`config.mk`:
```
export PLATFORM = sky130hd
export DESIGN_NAME = jpeg_exif_ifd_extractor_top
export DESIGN_NICKNAME = d
export VERILOG_FILES = /design/src/jexif_pkg.sv /design/src/jexif_parse.sv /design/src/jexif_outq.sv /design/src/jpeg_exif_ifd_extractor_top.sv
export VERILOG_INCLUDE_DIRS = /design/src /design/src/src
export SDC_FILE = /design/constraint.sdc
export NUM_CORES = 2
export LEC_CHECK = 0
export CORE_MARGIN = 3
export CORE_UTILIZATION = 50
export CTS_BUF_LIST = sky130_fd_sc_hd__clkbuf_8
export DETAILED_ROUTE_END_ITERATION = 6
export DONT_BUFFER_PORTS = 1
export MAX_ROUTING_LAYER = met4
export PLACE_DENSITY = 0.64
export SYNTH_ARGS = -nofsm -noshare
export SYNTH_HDL_FRONTEND = slang
export SYNTH_SLANG_ARGS = --single-unit
```
`constraint.sdc`:
```
create_clock -name i_clk -period 23.3 [get_ports i_clk]
set_clock_uncertainty 0.15 [all_clocks]
set_input_delay 1.165 -clock i_clk [delete_from_list [all_inputs] [get_ports i_clk]]
set_output_delay 1.165 -clock i_clk [all_outputs]
set_load 0.02 [all_outputs]
```
`src/jpeg_exif_ifd_extractor_top_defines.svh`:
```
// ----------------------------------------------------------------------------
// Assertion macros for the Exif IFD0 extractor
// Shared clocking and reset gating for the concurrent checks.
// ----------------------------------------------------------------------------
`ifndef JPEG_EXIF_IFD_EXTRACTOR_TOP_DEFINES_SVH
`define JPEG_EXIF_IFD_EXTRACTOR_TOP_DEFINES_SVH

// property that must hold at every clock edge outside reset
`define JEXIF_ASSERT_ALWAYS(lbl, prop, msg) \
    lbl: assert property (@(posedge i_clk) disable iff (!i_rst_n) (prop)) else $error(msg);

// condition on one edge implies a condition on the next edge
`define JEXIF_ASSERT_NEXT(lbl, ante, cons, msg) \
    lbl: assert property (@(posedge i_clk) disable iff (!i_rst_n) (ante) |=> (cons)) \
        else $error(msg);

`endif

```
`src/jexif_pkg.sv`:
```
// ----------------------------------------------------------------------------
// jexif_pkg
// Types, codes and helper functions of the Exif IFD0 extractor.
// ----------------------------------------------------------------------------
package jexif_pkg;

    typedef enum logic [3:0] {
        PH_SOI0   = 4'd0,
        PH_SOI1   = 4'd1,
        PH_MARK0  = 4'd2,
        PH_MARK1  = 4'd3,
        PH_SLEN0  = 4'd4,
        PH_SLEN1  = 4'd5,
        PH_SKIP   = 4'd6,
        PH_ALEN0  = 4'd7,
        PH_ALEN1  = 4'd8,
        PH_HDR    = 4'd9,
        PH_ORDER  = 4'd10,
        PH_MAGIC  = 4'd11,
        PH_OFFSET = 4'd12,
        PH_GAP    = 4'd13,
        PH_COUNT  = 4'd14,
        PH_ENTRY  = 4'd15
    } t_phase;

    localparam logic [3:0] ST_OK         = 4'd0;
    localparam logic [3:0] ST_NOT_JPEG   = 4'd1;
    localparam logic [3:0] ST_NO_EXIF    = 4'd2;
    localparam logic [3:0] ST_BAD_LENGTH = 4'd3;
    localparam logic [3:0] ST_BAD_HEADER = 4'd4;
    localparam logic [3:0] ST_BAD_ORDER  = 4'd5;
    localparam logic [3:0] ST_BAD_MAGIC  = 4'd6;
    localparam logic [3:0] ST_BAD_OFFSET = 4'd7;
    localparam logic [3:0] ST_EARLY_END  = 4'd8;

    localparam logic       KIND_ENTRY  = 1'b0;
    localparam logic       KIND_STATUS = 1'b1;

    localparam logic [7:0] MARK_BYTE   = 8'hFF;
    localparam logic [7:0] SOI_BYTE    = 8'hD8;
    localparam logic [7:0] APP1_BYTE   = 8'hE1;
    localparam logic [7:0] ORDER_II    = 8'h49;
    localparam logic [7:0] ORDER_MM    = 8'h4D;
    localparam logic [31:0] TIFF_MAGIC = 32'd42;
    localparam logic [3:0] ENTRY_LAST  = 4'd11;

    // result queue geometry
    localparam int Q_DEPTH = 4;
    localparam int Q_AW    = $clog2(Q_DEPTH);
    localparam int Q_CW    = $clog2(Q_DEPTH + 1);

    typedef struct packed {
        logic        kind;
        logic [15:0] num;
        logic [15:0] tag;
        logic [15:0] ttype;
        logic [31:0] cnt;
        logic [31:0] val;
        logic [3:0]  status;
        logic        last;
    } t_result;

    // second implies first: results go out as first then second
    typedef struct packed {
        logic first;
        logic second;
    } t_push;

    function automatic logic [7:0] exif_sig(input logic [3:0] idx);
        logic [7:0] v;
        case (idx)
            4'd0:    v = 8'h45;
            4'd1:    v = 8'h78;
            4'd2:    v = 8'h69;
            4'd3:    v = 8'h66;
            default: v = 8'h00;
        endcase
        return v;
    endfunction

    // add one byte to a field in file byte order
    function automatic logic [31:0] gather(input logic [31:0] w, input logic [7:0] b,
                                           input logic [1:0] pos, input logic le);
        logic [31:0] r;
        if (le) begin
            r = w | ({24'd0, b} << {pos, 3'b000});
        end else begin
            r = {w[23:0], b};
        end
        return r;
    endfunction

endpackage

```
`src/jexif_parse.sv`:
```
// ----------------------------------------------------------------------------
// jexif_parse
// Per-byte parser state and next-state logic; emits up to two results.
// ----------------------------------------------------------------------------
module jexif_parse (
    input  logic                i_clk,
    input  logic                i_rst_n,
    input  logic                i_valid,
    input  logic [7:0]          i_byte,
    input  logic                i_eof,
    output jexif_pkg::t_push    o_push,
    output jexif_pkg::t_result  o_res0,
    output jexif_pkg::t_result  o_res1
);

    jexif_pkg::t_phase r_phase, n_phase;
    logic [15:0] r_skip, n_skip;
    logic [15:0] r_seg, n_seg;
    logic [15:0] r_tpos, n_tpos;
    logic        r_le, n_le;
    logic [31:0] r_word, n_word;
    logic [3:0]  r_idx, n_idx;
    logic [15:0] r_left, n_left;
    logic [15:0] r_eidx, n_eidx;
    logic [31:0] r_held_tt, n_held_tt;
    logic [31:0] r_held_cnt, n_held_cnt;
    logic        r_fin;

    logic        fin_now;
    logic [3:0]  fin_code;
    logic        ent_push;
    logic [3:0]  ent_idx;
    logic [1:0]  gpos;
    logic [31:0] g;
    logic [15:0] len;
    logic [15:0] skip_dec;
    logic [19:0] need;
    jexif_pkg::t_result ent_res, st_res;

    assign ent_idx = (r_idx > jexif_pkg::ENTRY_LAST) ? 4'd0 : r_idx;
    always_comb begin
        if (r_phase == jexif_pkg::PH_ENTRY) begin
            gpos = (ent_idx < 4'd4) ? {1'b0, ent_idx[0]} : ent_idx[1:0];
        end else begin
            gpos = r_idx[1:0];
        end
    end
    assign g        = jexif_pkg::gather(r_word, i_byte, gpos, r_le);
    assign len      = {r_word[7:0], i_byte};
    assign skip_dec = (r_skip != 16'd0) ? r_skip - 16'd1 : r_skip;
    assign need     = {1'b0, g[15:0], 3'b000} + {2'b00, g[15:0], 2'b00};

    always_comb begin
        n_phase    = r_phase;
        n_skip     = r_skip;
        n_seg      = r_seg;
        n_tpos     = r_tpos;
        n_le       = r_le;
        n_word     = r_word;
        n_idx      = r_idx;
        n_left     = r_left;
        n_eidx     = r_eidx;
        n_held_tt  = r_held_tt;
        n_held_cnt = r_held_cnt;
        fin_now    = 1'b0;
        fin_code   = jexif_pkg::ST_OK;
        ent_push   = 1'b0;

        // segment and TIFF byte accounting inside APP1
        if (r_phase >= jexif_pkg::PH_HDR) begin
            if (r_seg != 16'd0) n_seg = r_seg - 16'd1;
            if (r_phase >= jexif_pkg::PH_ORDER && r_tpos != 16'hFFFF) begin
                n_tpos = r_tpos + 16'd1;
            end
        end

        case (r_phase)
            jexif_pkg::PH_SOI0: begin
                if (i_byte != jexif_pkg::MARK_BYTE) begin
                    fin_now = 1'b1; fin_code = jexif_pkg::ST_NOT_JPEG;
                end else n_phase = jexif_pkg::PH_SOI1;
            end
            jexif_pkg::PH_SOI1: begin
                if (i_byte != jexif_pkg::SOI_BYTE) begin
                    fin_now = 1'b1; fin_code = jexif_pkg::ST_NOT_JPEG;
                end else n_phase = jexif_pkg::PH_MARK0;
            end
            jexif_pkg::PH_MARK0: begin
                if (i_byte != jexif_pkg::MARK_BYTE) begin
                    fin_now = 1'b1; fin_code = jexif_pkg::ST_NO_EXIF;
                end else n_phase = jexif_pkg::PH_MARK1;
            end
            jexif_pkg::PH_MARK1: begin
                n_phase = (i_byte == jexif_pkg::APP1_BYTE) ? jexif_pkg::PH_ALEN0
                                                           : jexif_pkg::PH_SLEN0;
            end
            jexif_pkg::PH_SLEN0: begin
                n_word  = {24'd0, i_byte};
                n_phase = jexif_pkg::PH_SLEN1;
            end
            jexif_pkg::PH_ALEN0: begin
                n_word  = {24'd0, i_byte};
                n_phase = jexif_pkg::PH_ALEN1;
            end
            jexif_pkg::PH_SLEN1: begin
                n_word = 32'd0;
                if (len < 16'd2) begin
                    fin_now = 1'b1; fin_code = jexif_pkg::ST_BAD_LENGTH;
                end else begin
                    n_skip  = len - 16'd2;
                    n_phase = (len != 16'd2) ? jexif_pkg::PH_SKIP : jexif_pkg::PH_MARK0;
                end
            end
            jexif_pkg::PH_SKIP: begin
                n_skip = skip_dec;
                if (skip_dec == 16'd0) n_phase = jexif_pkg::PH_MARK0;
            end
            jexif_pkg::PH_ALEN1: begin
                n_word = 32'd0;
                if (len < 16'd2) begin
                    fin_now = 1'b1; fin_code = jexif_pkg::ST_BAD_LENGTH;
                end else if (len < 16'd16) begin
                    fin_now = 1'b1; fin_code = jexif_pkg::ST_BAD_HEADER;
                end else begin
                    n_seg   = len - 16'd2;
                    n_tpos  = 16'd0;
                    n_idx   = 4'd0;
                    n_phase = jexif_pkg::PH_HDR;
                end
            end
            jexif_pkg::PH_HDR: begin
                if (i_byte != jexif_pkg::exif_sig(r_idx)) begin
                    fin_now = 1'b1; fin_code = jexif_pkg::ST_BAD_HEADER;
                end else if (r_idx >= 4'd5) begin
                    n_idx   = 4'd0;
                    n_phase = jexif_pkg::PH_ORDER;
                end else n_idx = r_idx + 4'd1;
            end
            jexif_pkg::PH_ORDER: begin
                if (r_idx == 4'd0) begin
                    n_word = {24'd0, i_byte};
                    n_idx  = 4'd1;
                end else if (r_word == {24'd0, jexif_pkg::ORDER_II} &&
                             i_byte == jexif_pkg::ORDER_II) begin
                    n_le = 1'b1; n_word = 32'd0; n_idx = 4'd0;
                    n_phase = jexif_pkg::PH_MAGIC;
                end else if (r_word == {24'd0, jexif_pkg::ORDER_MM} &&
                             i_byte == jexif_pkg::ORDER_MM) begin
                    n_le = 1'b0; n_word = 32'd0; n_idx = 4'd0;
                    n_phase = jexif_pkg::PH_MAGIC;
                end else begin
                    fin_now = 1'b1; fin_code = jexif_pkg::ST_BAD_ORDER;
                end
            end
            jexif_pkg::PH_MAGIC: begin
                n_word = g;
                if (r_idx == 4'd0) n_idx = 4'd1;
                else if (g != jexif_pkg::TIFF_MAGIC) begin
                    fin_now = 1'b1; fin_code = jexif_pkg::ST_BAD_MAGIC;
                end else begin
                    n_word = 32'd0; n_idx = 4'd0;
                    n_phase = jexif_pkg::PH_OFFSET;
                end
            end
            jexif_pkg::PH_OFFSET: begin
                n_word = g;
                if (r_idx < 4'd3) n_idx = r_idx + 4'd1;
                else begin
                    n_idx = 4'd0;
                    // offset - 8 + 2 count bytes must fit in the segment
                    if (g < 32'd8 || (g - 32'd6) > {16'd0, n_seg}) begin
                        fin_now = 1'b1; fin_code = jexif_pkg::ST_BAD_OFFSET;
                    end else begin
                        n_skip  = g[15:0] - n_tpos;
                        n_word  = 32'd0;
                        n_phase = (g[15:0] != n_tpos) ? jexif_pkg::PH_GAP
                                                      : jexif_pkg::PH_COUNT;
                    end
                end
            end
            jexif_pkg::PH_GAP: begin
                n_skip = skip_dec;
                if (skip_dec == 16'd0) n_phase = jexif_pkg::PH_COUNT;
            end
            jexif_pkg::PH_COUNT: begin
                n_word = g;
                if (r_idx == 4'd0) n_idx = 4'd1;
                else begin
                    n_idx  = 4'd0;
                    n_left = g[15:0];
                    n_word = 32'd0;
                    n_eidx = 16'd0;
                    if (need > {4'd0, n_seg}) begin
                        fin_now = 1'b1; fin_code = jexif_pkg::ST_BAD_OFFSET;
                    end else if (g[15:0] == 16'd0) begin
                        fin_now = 1'b1; fin_code = jexif_pkg::ST_OK;
                    end else n_phase = jexif_pkg::PH_ENTRY;
                end
            end
            jexif_pkg::PH_ENTRY: begin
                n_word = g;
                if (ent_idx == 4'd1) begin
                    n_held_tt = {g[15:0], 16'd0}; n_word = 32'd0;
                end else if (ent_idx == 4'd3) begin
                    n_held_tt = r_held_tt | {16'd0, g[15:0]}; n_word = 32'd0;
                end else if (ent_idx == 4'd7) begin
                    n_held_cnt = g; n_word = 32'd0;
                end
                if (ent_idx < jexif_pkg::ENTRY_LAST) n_idx = ent_idx + 4'd1;
                else begin
                    ent_push = 1'b1;
                    n_word   = 32'd0;
                    n_idx    = 4'd0;
                    n_eidx   = r_eidx + 16'd1;
                    n_left   = (r_left != 16'd0) ? r_left - 16'd1 : r_left;
                    if (n_left == 16'd0) begin
                        fin_now = 1'b1; fin_code = jexif_pkg::ST_OK;
                    end
                end
            end
            default: begin
                n_phase = r_phase;
            end
        endcase
    end

    always_comb begin
        ent_res.kind   = jexif_pkg::KIND_ENTRY;
        ent_res.num    = r_eidx;
        ent_res.tag    = r_held_tt[31:16];
        ent_res.ttype  = r_held_tt[15:0];
        ent_res.cnt    = r_held_cnt;
        ent_res.val    = g;
        ent_res.status = jexif_pkg::ST_OK;
        ent_res.last   = 1'b0;

        st_res.kind    = jexif_pkg::KIND_STATUS;
        st_res.num     = n_eidx;
        st_res.tag     = 16'd0;
        st_res.ttype   = 16'd0;
        st_res.cnt     = 32'd0;
        st_res.val     = 32'd0;
        st_res.status  = fin_now ? fin_code : jexif_pkg::ST_EARLY_END;
        st_res.last    = 1'b1;

        o_res0        = ent_push ? ent_res : st_res;
        o_res1        = st_res;
        o_push.first  = i_valid && !r_fin && (ent_push || fin_now || i_eof);
        o_push.second = i_valid && !r_fin && ent_push && (fin_now || i_eof);
    end

    always_ff @(posedge i_clk) begin
        if (!i_rst_n || (i_valid && i_eof)) begin
            // end of file returns the parser to its start state
            r_phase    <= jexif_pkg::PH_SOI0;
            r_skip     <= 16'd0;
            r_seg      <= 16'd0;
            r_tpos     <= 16'd0;
            r_le       <= 1'b0;
            r_word     <= 32'd0;
            r_idx      <= 4'd0;
            r_left     <= 16'd0;
            r_eidx     <= 16'd0;
            r_held_tt  <= 32'd0;
            r_held_cnt <= 32'd0;
            r_fin      <= 1'b0;
        end else if (i_valid && !r_fin) begin
            r_phase    <= n_phase;
            r_skip     <= n_skip;
            r_seg      <= n_seg;
            r_tpos     <= n_tpos;
            r_le       <= n_le;
            r_word     <= n_word;
            r_idx      <= n_idx;
            r_left     <= n_left;
            r_eidx     <= n_eidx;
            r_held_tt  <= n_held_tt;
            r_held_cnt <= n_held_cnt;
            r_fin      <= fin_now;
        end
    end

endmodule

```
`src/jexif_outq.sv`:
```
// ----------------------------------------------------------------------------
// jexif_outq
// Small result queue; takes up to two results a cycle, gives one.
// ----------------------------------------------------------------------------
`include "jpeg_exif_ifd_extractor_top_defines.svh"

module jexif_outq (
    input  logic                i_clk,
    input  logic                i_rst_n,
    input  jexif_pkg::t_push    i_push,
    input  jexif_pkg::t_result  i_res0,
    input  jexif_pkg::t_result  i_res1,
    output logic                o_room,
    output logic                o_valid,
    input  logic                i_ready,
    output jexif_pkg::t_result  o_res
);

    jexif_pkg::t_result r_mem [jexif_pkg::Q_DEPTH];
    logic [jexif_pkg::Q_AW-1:0] r_wr, n_wr;
    logic [jexif_pkg::Q_AW-1:0] r_rd, n_rd;
    logic [jexif_pkg::Q_CW-1:0] r_count, n_count;
    logic                       pop;
    logic [jexif_pkg::Q_AW-1:0] wr_next;

    assign o_valid = (r_count != '0);
    assign o_res   = r_mem[r_rd];
    assign o_room  = (r_count <= jexif_pkg::Q_CW'(jexif_pkg::Q_DEPTH - 2));
    assign pop     = o_valid && i_ready;
    assign wr_next = r_wr + 1'b1;

    always_comb begin
        n_wr    = r_wr + jexif_pkg::Q_AW'(i_push.first) + jexif_pkg::Q_AW'(i_push.second);
        n_rd    = r_rd + jexif_pkg::Q_AW'(pop);
        n_count = r_count + jexif_pkg::Q_CW'(i_push.first)
                + jexif_pkg::Q_CW'(i_push.second) - jexif_pkg::Q_CW'(pop);
    end

    always_ff @(posedge i_clk) begin
        if (i_push.first) r_mem[r_wr] <= i_res0;
        if (i_push.second) r_mem[wr_next] <= i_res1;
    end

    always_ff @(posedge i_clk) begin
        if (!i_rst_n) begin
            r_wr    <= '0;
            r_rd    <= '0;
            r_count <= '0;
        end else begin
            r_wr    <= n_wr;
            r_rd    <= n_rd;
            r_count <= n_count;
        end
    end

    `JEXIF_ASSERT_ALWAYS(a_count_bound, r_count <= jexif_pkg::Q_CW'(jexif_pkg::Q_DEPTH), "result queue count overflow")
    `JEXIF_ASSERT_ALWAYS(a_push_room, !i_push.first || o_room, "results pushed without two free slots")
    `JEXIF_ASSERT_ALWAYS(a_push_order, !i_push.second || i_push.first, "second result pushed alone")
    `JEXIF_ASSERT_NEXT(a_pop_only, pop && !i_push.first, r_count == $past(r_count) - 1'b1, "queue count did not drop on a pop")

endmodule

```
`src/jpeg_exif_ifd_extractor_top.sv`:
```
// ----------------------------------------------------------------------------
// jpeg_exif_ifd_extractor_top
// Reads a JPEG file byte by byte and lists the entries of the Exif IFD0.
// ----------------------------------------------------------------------------
// Takes one file byte per clock. Each byte is registered, parsed
// combinationally and its results are written into a four-slot result
// queue, from which they are read out. The byte that completes the
// last directory entry gives two results (the entry, then the final status);
// the input register holds its byte while the queue has fewer than two free
// slots, so sustained input rate is one byte per clock as long as results are
// taken at the rate they are made. Bytes after the final status are dropped
// until tlast, after which the next byte starts a new file.

module jpeg_exif_ifd_extractor_top (
    input  logic           i_clk,
    input  logic           i_rst_n,
    input  logic           s_axis_tvalid,
    output logic           s_axis_tready,
    input  logic [7:0]     s_axis_tdata,   // [7:0] file_byte
    input  logic           s_axis_tlast,   // end_of_file
    output logic           m_axis_tvalid,
    input  logic           m_axis_tready,
    // [15:0] entry_number, [31:16] tag_id, [47:32] tag_type,
    // [79:48] value_count, [111:80] value_or_offset, [115:112] status, rest 0
    output logic [119:0]   m_axis_tdata,
    output logic           m_axis_tuser,   // result_kind
    output logic           m_axis_tlast    // last_of_run
);

    logic                r_in_vld;
    logic [7:0]          r_in_byte;
    logic                r_in_eof;
    logic                room;
    logic                proc;
    jexif_pkg::t_push    push;
    jexif_pkg::t_result  res0, res1, qres;

    assign proc          = r_in_vld && room;
    // take no request while in reset
    assign s_axis_tready = i_rst_n && (!r_in_vld || proc);

    always_ff @(posedge i_clk) begin
        if (!i_rst_n) begin
            r_in_vld <= 1'b0;
        end else if (s_axis_tready) begin
            r_in_vld <= s_axis_tvalid;
        end
    end

    always_ff @(posedge i_clk) begin
        if (s_axis_tvalid && s_axis_tready) begin
            r_in_byte <= s_axis_tdata;
            r_in_eof  <= s_axis_tlast;
        end
    end

    jexif_parse u_parse (
        .i_clk   (i_clk),
        .i_rst_n (i_rst_n),
        .i_valid (proc),
        .i_byte  (r_in_byte),
        .i_eof   (r_in_eof),
        .o_push  (push),
        .o_res0  (res0),
        .o_res1  (res1)
    );

    jexif_outq u_outq (
        .i_clk   (i_clk),
        .i_rst_n (i_rst_n),
        .i_push  (push),
        .i_res0  (res0),
        .i_res1  (res1),
        .o_room  (room),
        .o_valid (m_axis_tvalid),
        .i_ready (m_axis_tready),
        .o_res   (qres)
    );

    assign m_axis_tdata = {4'd0, qres.status, qres.val, qres.cnt,
                           qres.ttype, qres.tag, qres.num};
    assign m_axis_tuser = qres.kind;
    assign m_axis_tlast = qres.last;

endmodule

```
==> qor.log <==
[logic_synthesis] post-synthesis area per instance 8.523 um^2
[routing] Detailed Routing Iterations Pass 1 6
[timing] fraction of the cycle the final worst path needs 41.17%
[finish] ratio of cells with drive above 1 in the final layout 10.23%
[floorplanning] horizontal die dimension 272.2 um
[floorplanning] area of the die 74070 um^2
[finish] fin nets 4081
[floorplanning] I/O pin count 137
[finish] FILL cells 6543
[global_routing] met2 global-route usage 47.64%
[logic_synthesis] area leader, netlist sky130_fd_sc_hd__dfxtp_1
[logic_synthesis] number of warnings issued by yosys 0
[logic_synthesis] leading post-synthesis cells by instance count 582 x sky130_fd_sc_hd__dfxtp_1, 572 x sky130_fd_sc_hd__a21oi_1, 477 x sky130_fd_sc_hd__o21ai_0
[clock_network] number of setup buffers added after CTS 0
[timing] clock period minus worst slack 9.594 ns
[routing] ANT nets after route 0
[clock_network] Clock Latency Late Sink 0.76 ns
[clock_network] CTS resizes 0
[routing] routed vias/inst 6.503
[setup_path] Setup crit start kind flop
[pwr] internal power of the cells 1.893 mW
[finish] area taken by multi-input logic gates 19440 um^2
[clock_network] post-cts hold buffer count 0
[logic_synthesis] post-synthesis cell type count 82
[routing] detailed-route DRC error count 0
[worst_hold_path] HP Start u_outq.r_mem[0][0]$_SDFFE_PP1P_
[pwr] worst supply voltage drop on vdd 63.80 uV
[pwr] Leak Pwr 13.21 nW
[setup_path] FF-to-FF Start u_parse.r_phase[2]$_SDFFE_PP0P_
[setup_path] path type of the worst setup path flop to flop
[timing] number of failing setup endpoints in the final timing report 0
[routing] wire per inst 23.74 um
[timing] slew at the pin closest to its max-slew limit 1.298 ns
[timing] RSZ-0062 raised after global routing false
[logic_synthesis] cells after synthesis 4156
[global_routing] GR peak layer met2
[pwr] sequential power share 44.6%
[global_routing] initial antenna violation count 1
[timing] slew margin rel. 13.44%
[routing] via count 32310
[setup_path] timing startpoint of the critical path u_parse.r_phase[2]$_SDFFE_PP0P_
[worst_hold_path] min-delay worst type flop to flop
[place] final weighted congestion of routability-driven global placement 0.9394
[clock_network] TritonCTS clock tree done
[logic_synthesis] count of flip-flops with a built-in enable after synthesis 89
[finish] register cell area after layout 14330 um^2
[pwr] Power per Cell Area 72.90 nW/um^2
[pwr] part of the total power dissipated in combinational logic 16.6%
[floorplanning] vertical die dimension 272.2 um
[logic_synthesis] sequential element share of the synthesized area 40.44%
[timing] setup TNS 0 ns
[place] I/O Buffers 0
[logic_synthesis] Yosys top cell area share 32.89%
[floorplanning] area of the core region 69430 um^2
[clock_network] number of buffers added by the clock tree synthesis step 113
[floorplanning] initial core utilization 51.02%
[setup_path] signal arrival time at the worst endpoint 10.11 ns
[logic_synthesis] cell types occupying the most area after synthesis sky130_fd_sc_hd__dfxtp_1 33%, sky130_fd_sc_hd__a21oi_1 8.1%, sky130_fd_sc_hd__edfxtp_1 7.5%
[logic_synthesis] post-synthesis register bit count 671
[setup_path] sort of element at the end of the critical path flop
[global_routing] global-route wire length before repair 180700 um
[global_routing] overall global routing resource usage 31.66%
[logic_synthesis] Post-Syn Area 35420 um^2
[pwr] share of power burned in the clock network 38.8%
[timing] achievable frequency 104.2 MHz
[pwr] net switching fraction of the power 31.70%
[setup_path] crit-path max FO 267
[setup_path] required time reported for the critical path endpoint 23.82 ns
[clock_network] htree depth 3
[place] HPWL after detailed placement 70160 um
[global_routing] met1 global-route usage 42.43%
[timing] Final Max Tran Viols 0
[logic_synthesis] proportion of register bits with asynchronous set or reset after synthesis 0%
[clock_network] clock transition at the registers of the reported paths 0.06 ns
[global_routing] vias in the first global route 29880
[finish] utilization after layout 54.77%
[routing] total wire length 117900 um
[global_routing] met3 usage in global routing 6.757%
[finish] area growth from synthesis to layout 7.344%
[clock_network] clock sink count 671
[routing] initial detailed-routing violation count 3883
[pwr] net switching power 878.8 uW
[timing] count of endpoints failing hold in the final timing report 0
[job] Maximum Capacitance Violations 0
[timing] final hold slack 0.3064 ns
[outcome] run status finished clean
[logic_synthesis] most frequent cell after synthesis sky130_fd_sc_hd__dfxtp_1
[logic_synthesis] commonest register cell after synthesis sky130_fd_sc_hd__dfxtp_1
[floorplanning] number of cell rows 96
[clock_network] buffer cell driving the clock tree root sky130_fd_sc_hd__clkbuf_8
[global_routing] grt ovf 0
[global_routing] pin count of the biggest net entering global routing 268
[clock_network] number of buffers on the longest clock path 3
-- sequential cells by signal (all words and copies together), names as in the netlist, 2 cells and up --
name and count:
u_parse.r_idx 4, u_parse.r_held_tt 32, u_parse.r_word 32, u_parse.r_tpos 16, u_parse.r_seg 16, u_parse.r_left 16, r_in_byte 8, u_parse.r_skip 16
u_outq.r_count 3, u_outq.r_rd 2, u_parse.r_held_cnt 32, u_parse.r_eidx 16, u_outq.r_mem 468, u_outq.r_wr 2, u_parse.r_phase 4
-- placed cells by master (no fill, tap or decap), drive strengths merged, types with 15 or more instances in the layout --
master / Yosys / final
dfxtp: 582 / 582
a21oi: 572 / 572
o21ai: 483 / 483
nand3: 439 / 439
nor2: 286 / 286
nand2: 235 / 235
clkbuf: 315 / 130
mux4: 117 / 117
ha: 115 / 115
inv: 65 / 96
edfxtp: 89 / 89
o22ai: 75 / 75
buf: 77 / 68
xnor2: 60 / 60
a211oi: 60 / 60
nor3: 57 / 57
nand4: 41 / 41
xor2: 39 / 39
clkinv: 6 / 38
nor4: 35 / 35
a22oi: 29 / 29
a21o: 29 / 29
o21a: 27 / 27
a22o: 25 / 25
nor2b: 24 / 24
nand2b: 23 / 23
o211ai: 22 / 22
and2: 19 / 19
o31ai: 19 / 19
a31oi: 18 / 18
or2: 15 / 15
-- cell type report --
cell class                 instances  area share (%)
multi-input combinational       3025           51.14
sequential                       671           37.69
clock buffer                     130           4.706
tap                              931           3.064
timing repair buffer              68           1.408
clock inverter                    71           1.280
inverter                          71          0.7009
antenna                            1        0.006581
-- kinds of logic after synthesis --
logic type,share of synthesized area (%)
mux,7.704
fa+ha+maj,4.232
flops,40.44
simple gates,16.61
compound gates,23.33
other cells,0.01059
xor+xnor,2.448
buf+inv,5.228
-- worst max-delay path, stage by stage (launching register included) --
cell and delay (ns):
sky130_fd_sc_hd__dfxtp_1 0.72, sky130_fd_sc_hd__nand4_1 0.23, sky130_fd_sc_hd__buf_4 0.41, sky130_fd_sc_hd__o21ai_0 0.29, sky130_fd_sc_hd__and3_1 0.39, sky130_fd_sc_hd__a21oi_1 0.14
sky130_fd_sc_hd__a21oi_2 0.79, sky130_fd_sc_hd__inv_1 0.35, sky130_fd_sc_hd__ha_1 0.32, sky130_fd_sc_hd__nand2_1 0.09, sky130_fd_sc_hd__o221ai_1 0.11, sky130_fd_sc_hd__a22oi_1 0.43
sky130_fd_sc_hd__o21bai_1 0.29, sky130_fd_sc_hd__nand2_1 0.11, sky130_fd_sc_hd__ha_1 0.32, sky130_fd_sc_hd__a21oi_1 0.18, sky130_fd_sc_hd__and3_1 0.20, sky130_fd_sc_hd__a221oi_1 0.07
sky130_fd_sc_hd__a21boi_0 0.15, sky130_fd_sc_hd__a211o_1 0.26, sky130_fd_sc_hd__nor4_2 0.41, sky130_fd_sc_hd__a21boi_2 0.29, sky130_fd_sc_hd__o21ai_4 0.37, sky130_fd_sc_hd__buf_12 0.54
sky130_fd_sc_hd__buf_4 0.96, sky130_fd_sc_hd__o21ai_0 0.21, sky130_fd_sc_hd__a21oi_1 0.20
-- power by group through the flow --
stage          clock [mW]  combinational, mW  sequential [mW]
5_1_grt              1.14              0.485             1.24
3_3_place_gp            0              0.451             1.26
3_5_place_dp            0              0.452             1.26
6_report             1.08              0.459             1.24
4_1_cts              1.09              0.453             1.24
2_1_floorplan           0              0.353             1.23
-- final timing paths --
kind                                     end  slack (ns)  depth (start not counted)
max          u_outq.r_mem[3][9]$_SDFFE_PP0N_       13.71                         26
min          u_outq.r_mem[0][0]$_SDFFE_PP1P_        0.31                          2
max reg2reg  u_outq.r_mem[3][9]$_SDFFE_PP0N_       13.71                         26
min reg2reg  u_outq.r_mem[0][0]$_SDFFE_PP1P_        0.31                          2
-- layer usage --
metal | up-vias | wire (um)
met5 | - | 0
met4 | 0 | 3865
met3 | 263 | 11000
met2 | 1500 | 53110
met1 | 15690 | 49950
li1 | 14860 | -
-- through the flow --
stage	std cells	area, um^2	power [mW]	setup slack (ns)
CTS	4967	38020	2.779	14.14
global route	4968	38020	2.870	13.15
detailed placement	4766	35740	1.714	14.13
global placement	4766	35740	1.712	14.32
floorplan	4159	35430	1.582	15.83
finish	4968	38020	2.772	13.71
Note: power is estimated with default switching activity, not from simulation.
